`config.mk`:
```
export PLATFORM = sky130hd
export DESIGN_NAME = sliding_window_min_max_mean_top
export DESIGN_NICKNAME = d
export VERILOG_FILES = /design/src/rtl/swmm_pkg.sv /design/src/rtl/sliding_window_min_max_mean_top.sv /design/src/rtl/swmm_cell.sv /design/src/rtl/swmm_div.sv
export SDC_FILE = /design/constraint.sdc
export NUM_CORES = 2
export LEC_CHECK = 0
export BUFFER_PORTS_ARGS = -buffer_cell sky130_fd_sc_hd__buf_2
export CAP_MARGIN = 20
export CORE_AREA = 2 2 418 420
export DETAILED_ROUTE_END_ITERATION = 7
export DIE_AREA = 0 0 420 422
export GPL_TIMING_DRIVEN = 1
export PLACE_DENSITY = 0.65
export REMOVE_ABC_BUFFERS = 1
export SYNTH_ARGS = -nofsm -noshare
export SYNTH_HDL_FRONTEND = slang
export SYNTH_HIERARCHICAL = 1
export SYNTH_SLANG_ARGS = --single-unit
```
`constraint.sdc`:
```
create_clock -name clk -period 59.8 [get_ports clk]
set_clock_uncertainty 0.15 [all_clocks]
set_input_delay 2.99 -clock clk [delete_from_list [all_inputs] [get_ports clk]]
set_output_delay 2.99 -clock clk [all_outputs]
set_load 0.02 [all_outputs]
```
`src/rtl/swmm_pkg.sv`:
```
// Shared widths and field layout for the sliding window min/max/mean block.
package swmm_pkg;

  localparam int unsigned DATA_W    = 32;
  localparam int unsigned CNT_OUT_W = 7;
  localparam int unsigned OUT_W     = 3 * DATA_W + CNT_OUT_W;
  localparam int unsigned OUT_BYTES = (OUT_W + 7) / 8;
  localparam int unsigned OUT_TDATA_W = OUT_BYTES * 8;

  typedef logic [DATA_W-1:0] sample_t;

endpackage

```
`src/rtl/sliding_window_min_max_mean_top.sv`:
```
// Top level of the sliding window min/max/mean block.
//
//  channel | dir | handshake            | payload
//  in_     | in  | in_tvalid/in_tready  | in_tdata  : sample_ns
//  out_    | out | out_tvalid/out_tready| out_tdata : window_min, window_max, window_mean,
//          |     |                      |             sample_count
//
// One word at a time. A word that evicts no extremum waits for the serial mean
// divider (TW = 32 + log2(WINDOW) bits of the divider, 38 at WINDOW = 64). An
// evicted extremum also rotates the cell chain once, alongside the divider.
// Synchronous active-low reset empties the window; no clearing pass. in_tready
// is low while a word is in progress; a finished result waits in the output
// register.
module sliding_window_min_max_mean_top
  import swmm_pkg::*;
#(
  parameter int unsigned WINDOW = 64
) (
  input  logic                   clk,
  input  logic                   rst_n,
  input  logic                   in_tvalid,
  output logic                   in_tready,
  input  logic [DATA_W-1:0]      in_tdata,   // [31:0] sample_ns
  output logic                   out_tvalid,
  input  logic                   out_tready,
  output logic [OUT_TDATA_W-1:0] out_tdata   // [31:0] window_min, [63:32] window_max,
                                             // [95:64] window_mean, [102:96] sample_count
);

  localparam int unsigned CW = $clog2(WINDOW + 1);
  localparam int unsigned TW = DATA_W + $clog2(WINDOW);

  typedef enum logic [0:0] {IDLE, RUN} state_t;

  state_t        state_r;
  logic [CW-1:0] count_r;
  logic [CW-1:0] scan_r;
  logic [TW-1:0] total_r;
  sample_t       min_r;
  sample_t       max_r;
  logic          out_valid_r;
  logic [OUT_TDATA_W-1:0] out_data_r;

  sample_t       cell_q [WINDOW];
  logic          shift_en;
  sample_t       chain_in;
  sample_t       leaving;
  logic          accept;
  logic          full;
  logic          rescan;
  logic [TW-1:0] total_nxt;
  logic [CW-1:0] count_nxt;
  logic          div_done;
  logic [TW-1:0] quotient;
  logic          finish;
  sample_t       sample;

  assign sample   = in_tdata;
  assign accept   = in_tvalid && in_tready;
  assign full     = (count_r == CW'(WINDOW));
  assign leaving  = cell_q[WINDOW-1];
  assign rescan   = full && ((leaving == min_r) || (leaving == max_r));
  assign shift_en = accept || (scan_r != '0);
  assign chain_in = accept ? sample : leaving;

  always_comb begin
    total_nxt = total_r + TW'(sample);
    count_nxt = count_r + 1'b1;
    if (full) begin
      total_nxt = total_r - TW'(leaving) + TW'(sample);
      count_nxt = count_r;
    end
  end

  for (genvar i = 0; i < WINDOW; i++) begin : g_cell
    if (i == 0) begin : g_head
      swmm_cell u_cell (
        .clk      (clk),
        .shift_en (shift_en),
        .d_in     (chain_in),
        .q        (cell_q[i])
      );
    end else begin : g_body
      swmm_cell u_cell (
        .clk      (clk),
        .shift_en (shift_en),
        .d_in     (cell_q[i-1]),
        .q        (cell_q[i])
      );
    end
  end

  swmm_div #(
    .TW (TW),
    .CW (CW)
  ) u_div (
    .clk      (clk),
    .rst_n    (rst_n),
    .start    (accept),
    .dividend (total_nxt),
    .divisor  (count_nxt),
    .done     (div_done),
    .quotient (quotient)
  );

  assign finish = (state_r == RUN) && (scan_r == '0) && div_done &&
                  (!out_valid_r || out_tready);

  always_ff @(posedge clk) begin
    if (!rst_n) begin
      state_r     <= IDLE;
      count_r     <= '0;
      scan_r      <= '0;
      total_r     <= '0;
      min_r       <= '1;
      max_r       <= '0;
      out_valid_r <= 1'b0;
    end else begin
      if (finish) begin
        out_valid_r <= 1'b1;
      end else if (out_valid_r && out_tready) begin
        out_valid_r <= 1'b0;
      end
      unique case (state_r)
        IDLE: begin
          if (accept) begin
            state_r <= RUN;
            total_r <= total_nxt;
            count_r <= count_nxt;
            if (rescan) begin
              min_r  <= '1;
              max_r  <= '0;
              scan_r <= CW'(WINDOW);
            end else begin
              if (sample < min_r) min_r <= sample;
              if (sample > max_r) max_r <= sample;
            end
          end
        end
        RUN: begin
          if (scan_r != '0) begin
            scan_r <= scan_r - 1'b1;
            if (leaving < min_r) min_r <= leaving;
            if (leaving > max_r) max_r <= leaving;
          end
          if (finish) begin
            state_r <= IDLE;
          end
        end
        default: state_r <= IDLE;
      endcase
    end
  end

  always_ff @(posedge clk) begin
    if (finish) begin
      out_data_r <= OUT_TDATA_W'({CNT_OUT_W'(count_r), quotient[DATA_W-1:0], max_r, min_r});
    end
  end

  assign in_tready  = (state_r == IDLE);
  assign out_tvalid = out_valid_r;
  assign out_tdata  = out_data_r;

endmodule

```
`src/rtl/swmm_cell.sv`:
```
// One window cell: holds a single sample and passes it to the next cell on shift.
module swmm_cell
  import swmm_pkg::*;
(
  input  logic    clk,
  input  logic    shift_en,
  input  sample_t d_in,
  output sample_t q
);

  sample_t val_r;
  sample_t val_nxt;

  always_comb begin
    val_nxt = shift_en ? d_in : val_r;
  end

  always_ff @(posedge clk) begin
    val_r <= val_nxt;
  end

  assign q = val_r;

endmodule

```
`src/rtl/swmm_div.sv`:
```
// Serial restoring divider, one quotient bit per cycle, for the window mean.
module swmm_div #(
  parameter int unsigned TW = 38,
  parameter int unsigned CW = 7
) (
  input  logic          clk,
  input  logic          rst_n,
  input  logic          start,
  input  logic [TW-1:0] dividend,
  input  logic [CW-1:0] divisor,
  output logic          done,
  output logic [TW-1:0] quotient
);

  localparam int unsigned SW = $clog2(TW + 1);

  logic [TW-1:0] quo_r, quo_nxt;
  logic [CW-1:0] rem_r, rem_nxt;
  logic [CW-1:0] dvs_r, dvs_nxt;
  logic [SW-1:0] cnt_r, cnt_nxt;
  logic [CW:0]   trial;
  logic          fits;

  always_comb begin
    trial   = {rem_r, quo_r[TW-1]};
    fits    = (trial >= {1'b0, dvs_r});
    quo_nxt = quo_r;
    rem_nxt = rem_r;
    dvs_nxt = dvs_r;
    cnt_nxt = cnt_r;
    if (start) begin
      quo_nxt = dividend;
      rem_nxt = '0;
      dvs_nxt = divisor;
      cnt_nxt = SW'(TW);
    end else if (cnt_r != '0) begin
      quo_nxt = {quo_r[TW-2:0], fits};
      rem_nxt = fits ? CW'(trial - {1'b0, dvs_r}) : trial[CW-1:0];
      cnt_nxt = cnt_r - 1'b1;
    end
  end

  always_ff @(posedge clk) begin
    if (!rst_n) begin
      cnt_r <= '0;
    end else begin
      cnt_r <= cnt_nxt;
    end
    quo_r <= quo_nxt;
    rem_r <= rem_nxt;
    dvs_r <= dvs_nxt;
  end

  assign done     = (cnt_r == '0) && !start;
  assign quotient = quo_r;

endmodule

```
Word-level counts from Yosys, hierarchy flattened

Cells that the tools add are included.

Add/subtract/negate cells: 7
$lt $le $gt $ge: 5
Equal/unequal tests: 10
Muxes and demuxes: 29
Bitwise operators: 2
Reductions and logical operators: 23

Operator list:

| cell                                             | number |
|---|---|
| 2-to-1 mux 32 bit                                | 11 |
| one-hot mux 32 bit (2 select lines)              | 2 |
| 2-to-1 mux 38 bit                                | 3 |
| adder 38 x 32 -> 38 bit                          | 2 |
| equality test 32 bit                             | 2 |
| greater-than comparator 32 bit                   | 2 |
| less-than comparator 32 bit                      | 2 |
| subtractor 38 x 32 -> 38 bit                     | 1 |
| 2-to-1 mux 7 bit                                 | 5 |
| one-hot mux 7 bit (2 select lines)               | 1 |
| 2-to-1 mux 6 bit                                 | 2 |
| != test 2 x 1 -> 1 bit, second input constant    | 5 |
| greater-or-equal comparator 8 x 7 -> 1 bit       | 1 |
| AND reduction 4 bit                              | 2 |
| adder 7 x 1 -> 7 bit, second input constant      | 1 |
| equality test 7 bit, second input constant       | 1 |
| logical AND 1 bit                                | 7 |
| logical NOT 7 bit                                | 1 |
| nonzero test 7 bit                               | 1 |
| subtractor 7 x 1 -> 7 bit, second input constant | 1 |
| subtractor 7 bit                                 | 1 |
| logical NOT 6 bit                                | 1 |
| != test 3 x 1 -> 1 bit, second input constant    | 2 |
| nonzero test 6 bit                               | 1 |
| 10 further kinds                                 | 18 |

Bits in registers: 2327
Input bits: 36
Output and inout port bits: 106
Logic and storage cells: 153

Logic depth before layout (Yosys ltp)

Depth after elaboration: 8
Mapped depth: 17
Gate-level depth less buffers: 17

Modules after synthesis

Netlist, hierarchy kept.

By module, submodules not included:

| module                          | instances | cells an instance | area each (µm²) | sequential area each (µm²) |
|---|---|---|---|---|
| swmm_cell                       | 64        | 32                | 960.9           | 960.9 |
| sliding_window_min_max_mean_top | 1         | 1850              | 16578.4         | 5455.2 |
| swmm_div                        | 1         | 210               | 2792.7          | 1611.5 |

Worst setup path after synthesis

OpenSTA, ideal clock, no wires.

Path type: in2reg
From: input in_tvalid
To: register g_cell[0].g_head.u_cell.val_r[0] (enable)
Library setup time: 13.823 ns
Data arrival time: 36.604 ns
Required time: 45.827 ns
Path slack: 9.223 ns
Stages on the path: 4
Buffers on the path: 2
Cell sequence: nand2_1 > clkbuf_1 > clkbuf_1 > nand2_1

Word-level cells in the longest chain between the ends: 2

RTL lines:

| element              | line                                  | source |
|---|---|---|
| start, declared      | sliding_window_min_max_mean_top.sv:21 | `input logic in_tvalid,` |
| logical AND 1 bit    | sliding_window_min_max_mean_top.sv:59 | `assign accept = in_tvalid && in_tready;` |
| logical OR 1 bit     | sliding_window_min_max_mean_top.sv:63 | `assign shift_en = accept \|\| (scan_r != '0);` |
| via shift_en         | sliding_window_min_max_mean_top.sv:45 | `logic shift_en;` |
| end signal, assigned | swmm_cell.sv:19                       | `val_r <= val_nxt;` |
| end, declared        | swmm_cell.sv:11                       | `sample_t val_r;` |

The timed path passes the listed nets, and every way through them passes these cells.
A chain may end at the register's enable or synchronous reset.

Worst setup path in the final report

From: input in_tvalid
To: register g_cell[10].g_body.u_cell.val_r[10] (enable)

Word-level cells in the longest chain between the ends: 2

RTL lines:

| element              | line |
|---|---|
| logical AND 1 bit    | sliding_window_min_max_mean_top.sv:59 |
| logical OR 1 bit     | sliding_window_min_max_mean_top.sv:63 |
| via shift_en         | sliding_window_min_max_mean_top.sv:45 |
| end signal, assigned | swmm_cell.sv:19 |
| end, declared        | swmm_cell.sv:11 |

The timed path passes the listed nets, and every way through them passes these cells.

==> metrics list <==
- Summing all multi-input logic gate instances after layout gives 0.01105 mm^2.
- Summed over all cells, the static leakage comes to 33.21 nW.
- RSZ-0062 raised after global routing: no
- The worst setup path is of the primary input to flop kind.
* Final setup violation count: 0
* Number of H-tree levels: 4
- Number of buffers between clock root and the deepest sink: 3
- For this run, design rule violations remaining after detail routing come to 0.
- Once detail routing completed, the nets flagged for antenna violations numbered 0.
- The largest single stage delay on the critical path is 0.95 ns.
- Fraction of post-synthesis cell area in the top cell type by area: 0.8154
- The first TritonRoute pass finished after 5 iterations.
- FF-to-FF Start: scan_r[0]$_SDFFE_PN0P_
- Design Power: 4.924 mW
* Width of the die: 420 um
* Post-synth top area cell: sky130_fd_sc_hd__edfxtp_1
- Average routed wire per standard cell: 20.15 um
- Area Growth Syn to Fin: 13.77%
- In this run the register-to-register setup slack is 52.06 ns.
- Clock latency of the later-clocked register in the worst-skew pair: 0.85 ns
* Maximum fanout encountered on the critical timing path: 217
- Inserted Clock Buffers: 216
* Count of warnings emitted by yosys: 6
- Number of buffers inserted to repair setup after CTS: 0
- Portion of the post-synthesis area used by sequential elements: 0.8479
* Number of placement rows: 153
- Total number of cells along the worst setup path: 9
* Sum of routed wire length over all layers: 139800 um
- Dividing the detail-routed via count by the number of cells gives 5.153.
- Arrival time at the worst endpoint: 9.39 ns
- Clk Tree Root Cell: sky130_fd_sc_hd__clkbuf_16
- The tool flagged a number of max-cap violations equal to 0.
- Most instantiated flip-flop cell in the synthesis netlist: sky130_fd_sc_hd__edfxtp_1
- The count of pins over their slew limit came to 0.
- In the synthesized netlist the async set-or-reset flop fraction comes to 0.
- Gate Count Post-Synth: 4108
* Global router's overall resource usage: 0.1556
- Initial antenna violation count: 17
- Detail Placement HPWL: 84340 um
- Clock tree from TritonCTS: done
- Final worst path period need: 9.105 ns
- The synthesized netlist contains 83 unique library cells.
- Of the cells placed in the final design, the portion with a size suffix greater than 1 is 0.1316.
- During I/O placement, the number of pins put on the boundary was 142.
- CP startpoint: in_tvalid
- Count of input and output buffers: 140
- Traced cell by cell, the critical path runs through buf_2 > nand2_4 > nand2_4 > buf_12 > buf_4 > buf_4 > buf_4 > buf_12 > buf_4.
* Global route overflow: 0
- Max-Slew Margin vs Limit: 0.2169
- First-pass GRT wire length: 209100 um
* Depth of the worst register-to-register path: 11
* Setup total negative slack: 0 ns
- Required arrival time at the worst endpoint: 60.09 ns
* Combined buffer and inverter count along the critical path: 7
* Hold buffer count at cts: 0
* Total number of vias: 35754
- CTS saw 2327 sinks.
- Clock transition at the registers of the reported paths: 0.06 ns
- Measured along the y axis, the die boundary spans 422 um.
- Cell types occupying the most area after synthesis: sky130_fd_sc_hd__edfxtp_1 (82%), sky130_fd_sc_hd__ha_1 (3.3%), sky130_fd_sc_hd__dfxtp_1 (3.2%)
- At the end of routability-driven placement, the weighted congestion stood at 0.9226.
* Cell Area, Synth: 0.08087 mm^2
- The worst hold path begins at g_cell[59].g_body.u_cell/q[30]$_DFFE_PP_.
* Synth Area per Inst: 19.69 um^2
- DIE AREA: 0.1772 mm^2
* Capture instance of the worst register-to-register path: g_cell[10].g_body.u_cell/q[10]$_DFFE_PP_
* Hold Slack: 0.2313 ns
* First-iteration detailed-routing DRC count: 3229
* Largest vdd supply drop: 0.02772 mV
- The worst setup path is launched from a primary input.
* Initial cell density of the core: 0.4678
- For this run, the top clock speed supported by timing is 109.8 MHz.
* Power per standard cell area: 53.52 mW/mm^2
- EDFF count, synth: 2196
- Entering global routing, the biggest net connects 219 pins.
- The via count of the first global-routing pass is 34322.
- On the critical path, the stage with the largest delay is an instance of sky130_fd_sc_hd__buf_4.
- Grouping stages by cell kind, the critical path spends the most delay in buffers and inverters.
- Fill cells in the final layout number 13277.
- Counting flops and latches in the post-synthesis netlist gives 2327.
- Resize count post-CTS: 0
- STA classifies the critical path endpoint as a flop.
- The worst hold path belongs to the class flop to flop.
* Hold Path Depth: 0
- Number of failing hold endpoints at the final stage: 0
- The sequential cells in the finished layout cover a total of 0.06857 mm^2.
- Of the available clock period, the critical path in the final layout requires 0.1523.
* Run status: finished, final reports clean
- Capture point of the worst path: g_cell[10].g_body.u_cell/q[10]$_DFFE_PP_
- Cell occurring most often along the worst timing path: sky130_fd_sc_hd__buf_4
- The core region is 0.1729 mm^2.
- The net count of the finished layout is 4696.
- Slew at the pin closest to its max-slew limit: 1.175 ns
[state kept, by name, summed over array words and instances, names as in the netlist, 32 cells and up]
signal and cells:
min_r 32, g_cell.g_body.u_cell/q 2016, max_r 32, total_r 38, u_div/quotient 38, out_tdata 103
g_cell.g_head.u_cell/q 32
[synthesized netlist by cell type (14+ instances only)]
library cell / instances
sky130_fd_sc_hd__nor2b_1: 19
sky130_fd_sc_hd__edfxtp_1: 2196
sky130_fd_sc_hd__a21o_1: 87
sky130_fd_sc_hd__o21ai_1: 15
sky130_fd_sc_hd__xnor2_1: 54
sky130_fd_sc_hd__a211oi_1: 55
sky130_fd_sc_hd__o211ai_1: 40
sky130_fd_sc_hd__mux2_2: 42
sky130_fd_sc_hd__xor2_1: 25
sky130_fd_sc_hd__clkbuf_1: 63
sky130_fd_sc_hd__ha_1: 213
sky130_fd_sc_hd__dfxtp_1: 131
sky130_fd_sc_hd__inv_1: 235
sky130_fd_sc_hd__nor2_1: 114
sky130_fd_sc_hd__o21ai_0: 100
sky130_fd_sc_hd__nand4_1: 42
sky130_fd_sc_hd__o221ai_1: 34
sky130_fd_sc_hd__a21oi_1: 135
sky130_fd_sc_hd__nand2_1: 144
sky130_fd_sc_hd__nand3_1: 38
sky130_fd_sc_hd__a221oi_1: 35
sky130_fd_sc_hd__nor3_1: 31
sky130_fd_sc_hd__nand2b_1: 17
sky130_fd_sc_hd__fa_1: 34
sky130_fd_sc_hd__a31oi_1: 14
sky130_fd_sc_hd__o21a_1: 25
[through the flow]
| step | util | instances | area, um^2 | setup WS (ns) |
|---|---|---|---|---|
| finish | 0.5322 | 6939 | 92000 | 50.69 |
| global route | 0.5321 | 6931 | 91980 | 50.22 |
| CTS | 0.5312 | 6925 | 91820 | 50.23 |
| detailed placement | 0.4883 | 6514 | 84410 | 49.21 |
| global placement | 0.4883 | 6514 | 84410 | 49.48 |
| floorplan | - | 4014 | 80460 | -0.5726 |
[worst register-to-register path: stages (launching register included)]
cell and delay (ns):
sky130_fd_sc_hd__dfxtp_1 0.39, sky130_fd_sc_hd__inv_1 0.07, sky130_fd_sc_hd__ha_1 0.22, sky130_fd_sc_hd__and3_1 0.16
sky130_fd_sc_hd__nor2b_1 0.18, sky130_fd_sc_hd__nand2_4 0.76, sky130_fd_sc_hd__buf_12 0.79, sky130_fd_sc_hd__buf_4 1.17
sky130_fd_sc_hd__buf_4 0.91, sky130_fd_sc_hd__buf_4 0.59, sky130_fd_sc_hd__buf_12 0.75, sky130_fd_sc_hd__buf_4 1.16
[worst min-delay path by stage]
stage	endpoint	slack (ns)
2_1_floorplan	g_cell[10].g_body.u_cell/q[0]$_DFFE_PP_	0.25
3_3_place_gp	g_cell[26].g_body.u_cell/q[15]$_DFFE_PP_	0.25
3_5_place_dp	g_cell[10].g_body.u_cell/q[0]$_DFFE_PP_	0.25
4_1_cts	g_cell[59].g_body.u_cell/q[23]$_DFFE_PP_	0.23
5_1_grt	g_cell[1].g_body.u_cell/q[4]$_DFFE_PP_	0.23
6_report	g_cell[60].g_body.u_cell/q[30]$_DFFE_PP_	0.23
[area by class of cell]
type | instances | share of cell area
diodes | 8 | 0.0002176
repair buffers | 181 | 0.01267
flip-flops and latches | 2327 | 0.7453
clock inverters | 166 | 0.02009
multi-input cells | 1452 | 0.1201
well taps | 2325 | 0.03162
inverters | 235 | 0.009615
clock buffers | 245 | 0.06038
[metal layers]
metal  vias up  track usage  wire length, um
li1      16574            -                -
met1     18121       0.2301            65900
met2       770       0.2280            62440
met3       281      0.03043             6286
met4         8      0.06139             5133
met5         -            0               52
[where the power goes]
part | total (mW) | switching (mW) | internal (mW)
logic | 0.606 | 0.417 | 0.189
registers | 2.92 | 0.229 | 2.69
clock network | 1.40 | 0.601 | 0.797
total | 4.92 | 1.25 | 3.68
[cells by family after synthesis]
logic type	Yosys count	synth area share
flip-flops	2327	0.8479
adder cells (fa/ha/maj)	247	0.04137
AO/OA/AOI/OAI	614	0.05191
other	1	0.00004637
buffers and inverters	329	0.01598
AND/OR/NAND/NOR	457	0.02689
multiplexers	54	0.007395
XOR/XNOR	79	0.008556
[cell usage in the layout, fill, tap and decap left out, types with 8 or more instances in the layout]
cell                         count
sky130_fd_sc_hd__o21ai_1        15
sky130_fd_sc_hd__nand3_1        38
sky130_fd_sc_hd__a31oi_1        14
sky130_fd_sc_hd__mux2_2         42
sky130_fd_sc_hd__clkbuf_16     217
sky130_fd_sc_hd__o21ai_0       100
sky130_fd_sc_hd__and3_1         13
sky130_fd_sc_hd__edfxtp_1     2196
sky130_fd_sc_hd__a221oi_1       35
sky130_fd_sc_hd__clkinv_1       47
sky130_fd_sc_hd__buf_4          32
sky130_fd_sc_hd__nand4_1        42
sky130_fd_sc_hd__xnor2_1        54
sky130_fd_sc_hd__clkinvlp_4     13
sky130_fd_sc_hd__dfxtp_1       130
sky130_fd_sc_hd__diode_2         8
sky130_fd_sc_hd__clkinv_2       48
sky130_fd_sc_hd__o21a_1         25
sky130_fd_sc_hd__clkbuf_1       26
sky130_fd_sc_hd__o211ai_1       40
sky130_fd_sc_hd__buf_2         140
sky130_fd_sc_hd__ha_1          213
sky130_fd_sc_hd__fa_1           34
sky130_fd_sc_hd__a21oi_1       135
sky130_fd_sc_hd__clkinv_4        9
sky130_fd_sc_hd__o221ai_1       34
sky130_fd_sc_hd__nor2_1        112
sky130_fd_sc_hd__clkinv_16       9
sky130_fd_sc_hd__nand2b_1       16
sky130_fd_sc_hd__a211oi_1       55
sky130_fd_sc_hd__nor2b_1        19
sky130_fd_sc_hd__inv_1         232
sky130_fd_sc_hd__nor3_1         31
sky130_fd_sc_hd__bufinv_16      28
sky130_fd_sc_hd__mux2i_1        11
sky130_fd_sc_hd__o21bai_1       10
sky130_fd_sc_hd__nand2_1       142
sky130_fd_sc_hd__xor2_1         25
sky130_fd_sc_hd__a21o_1         87
No activity file was read; power rests on OpenSTA's default activity.
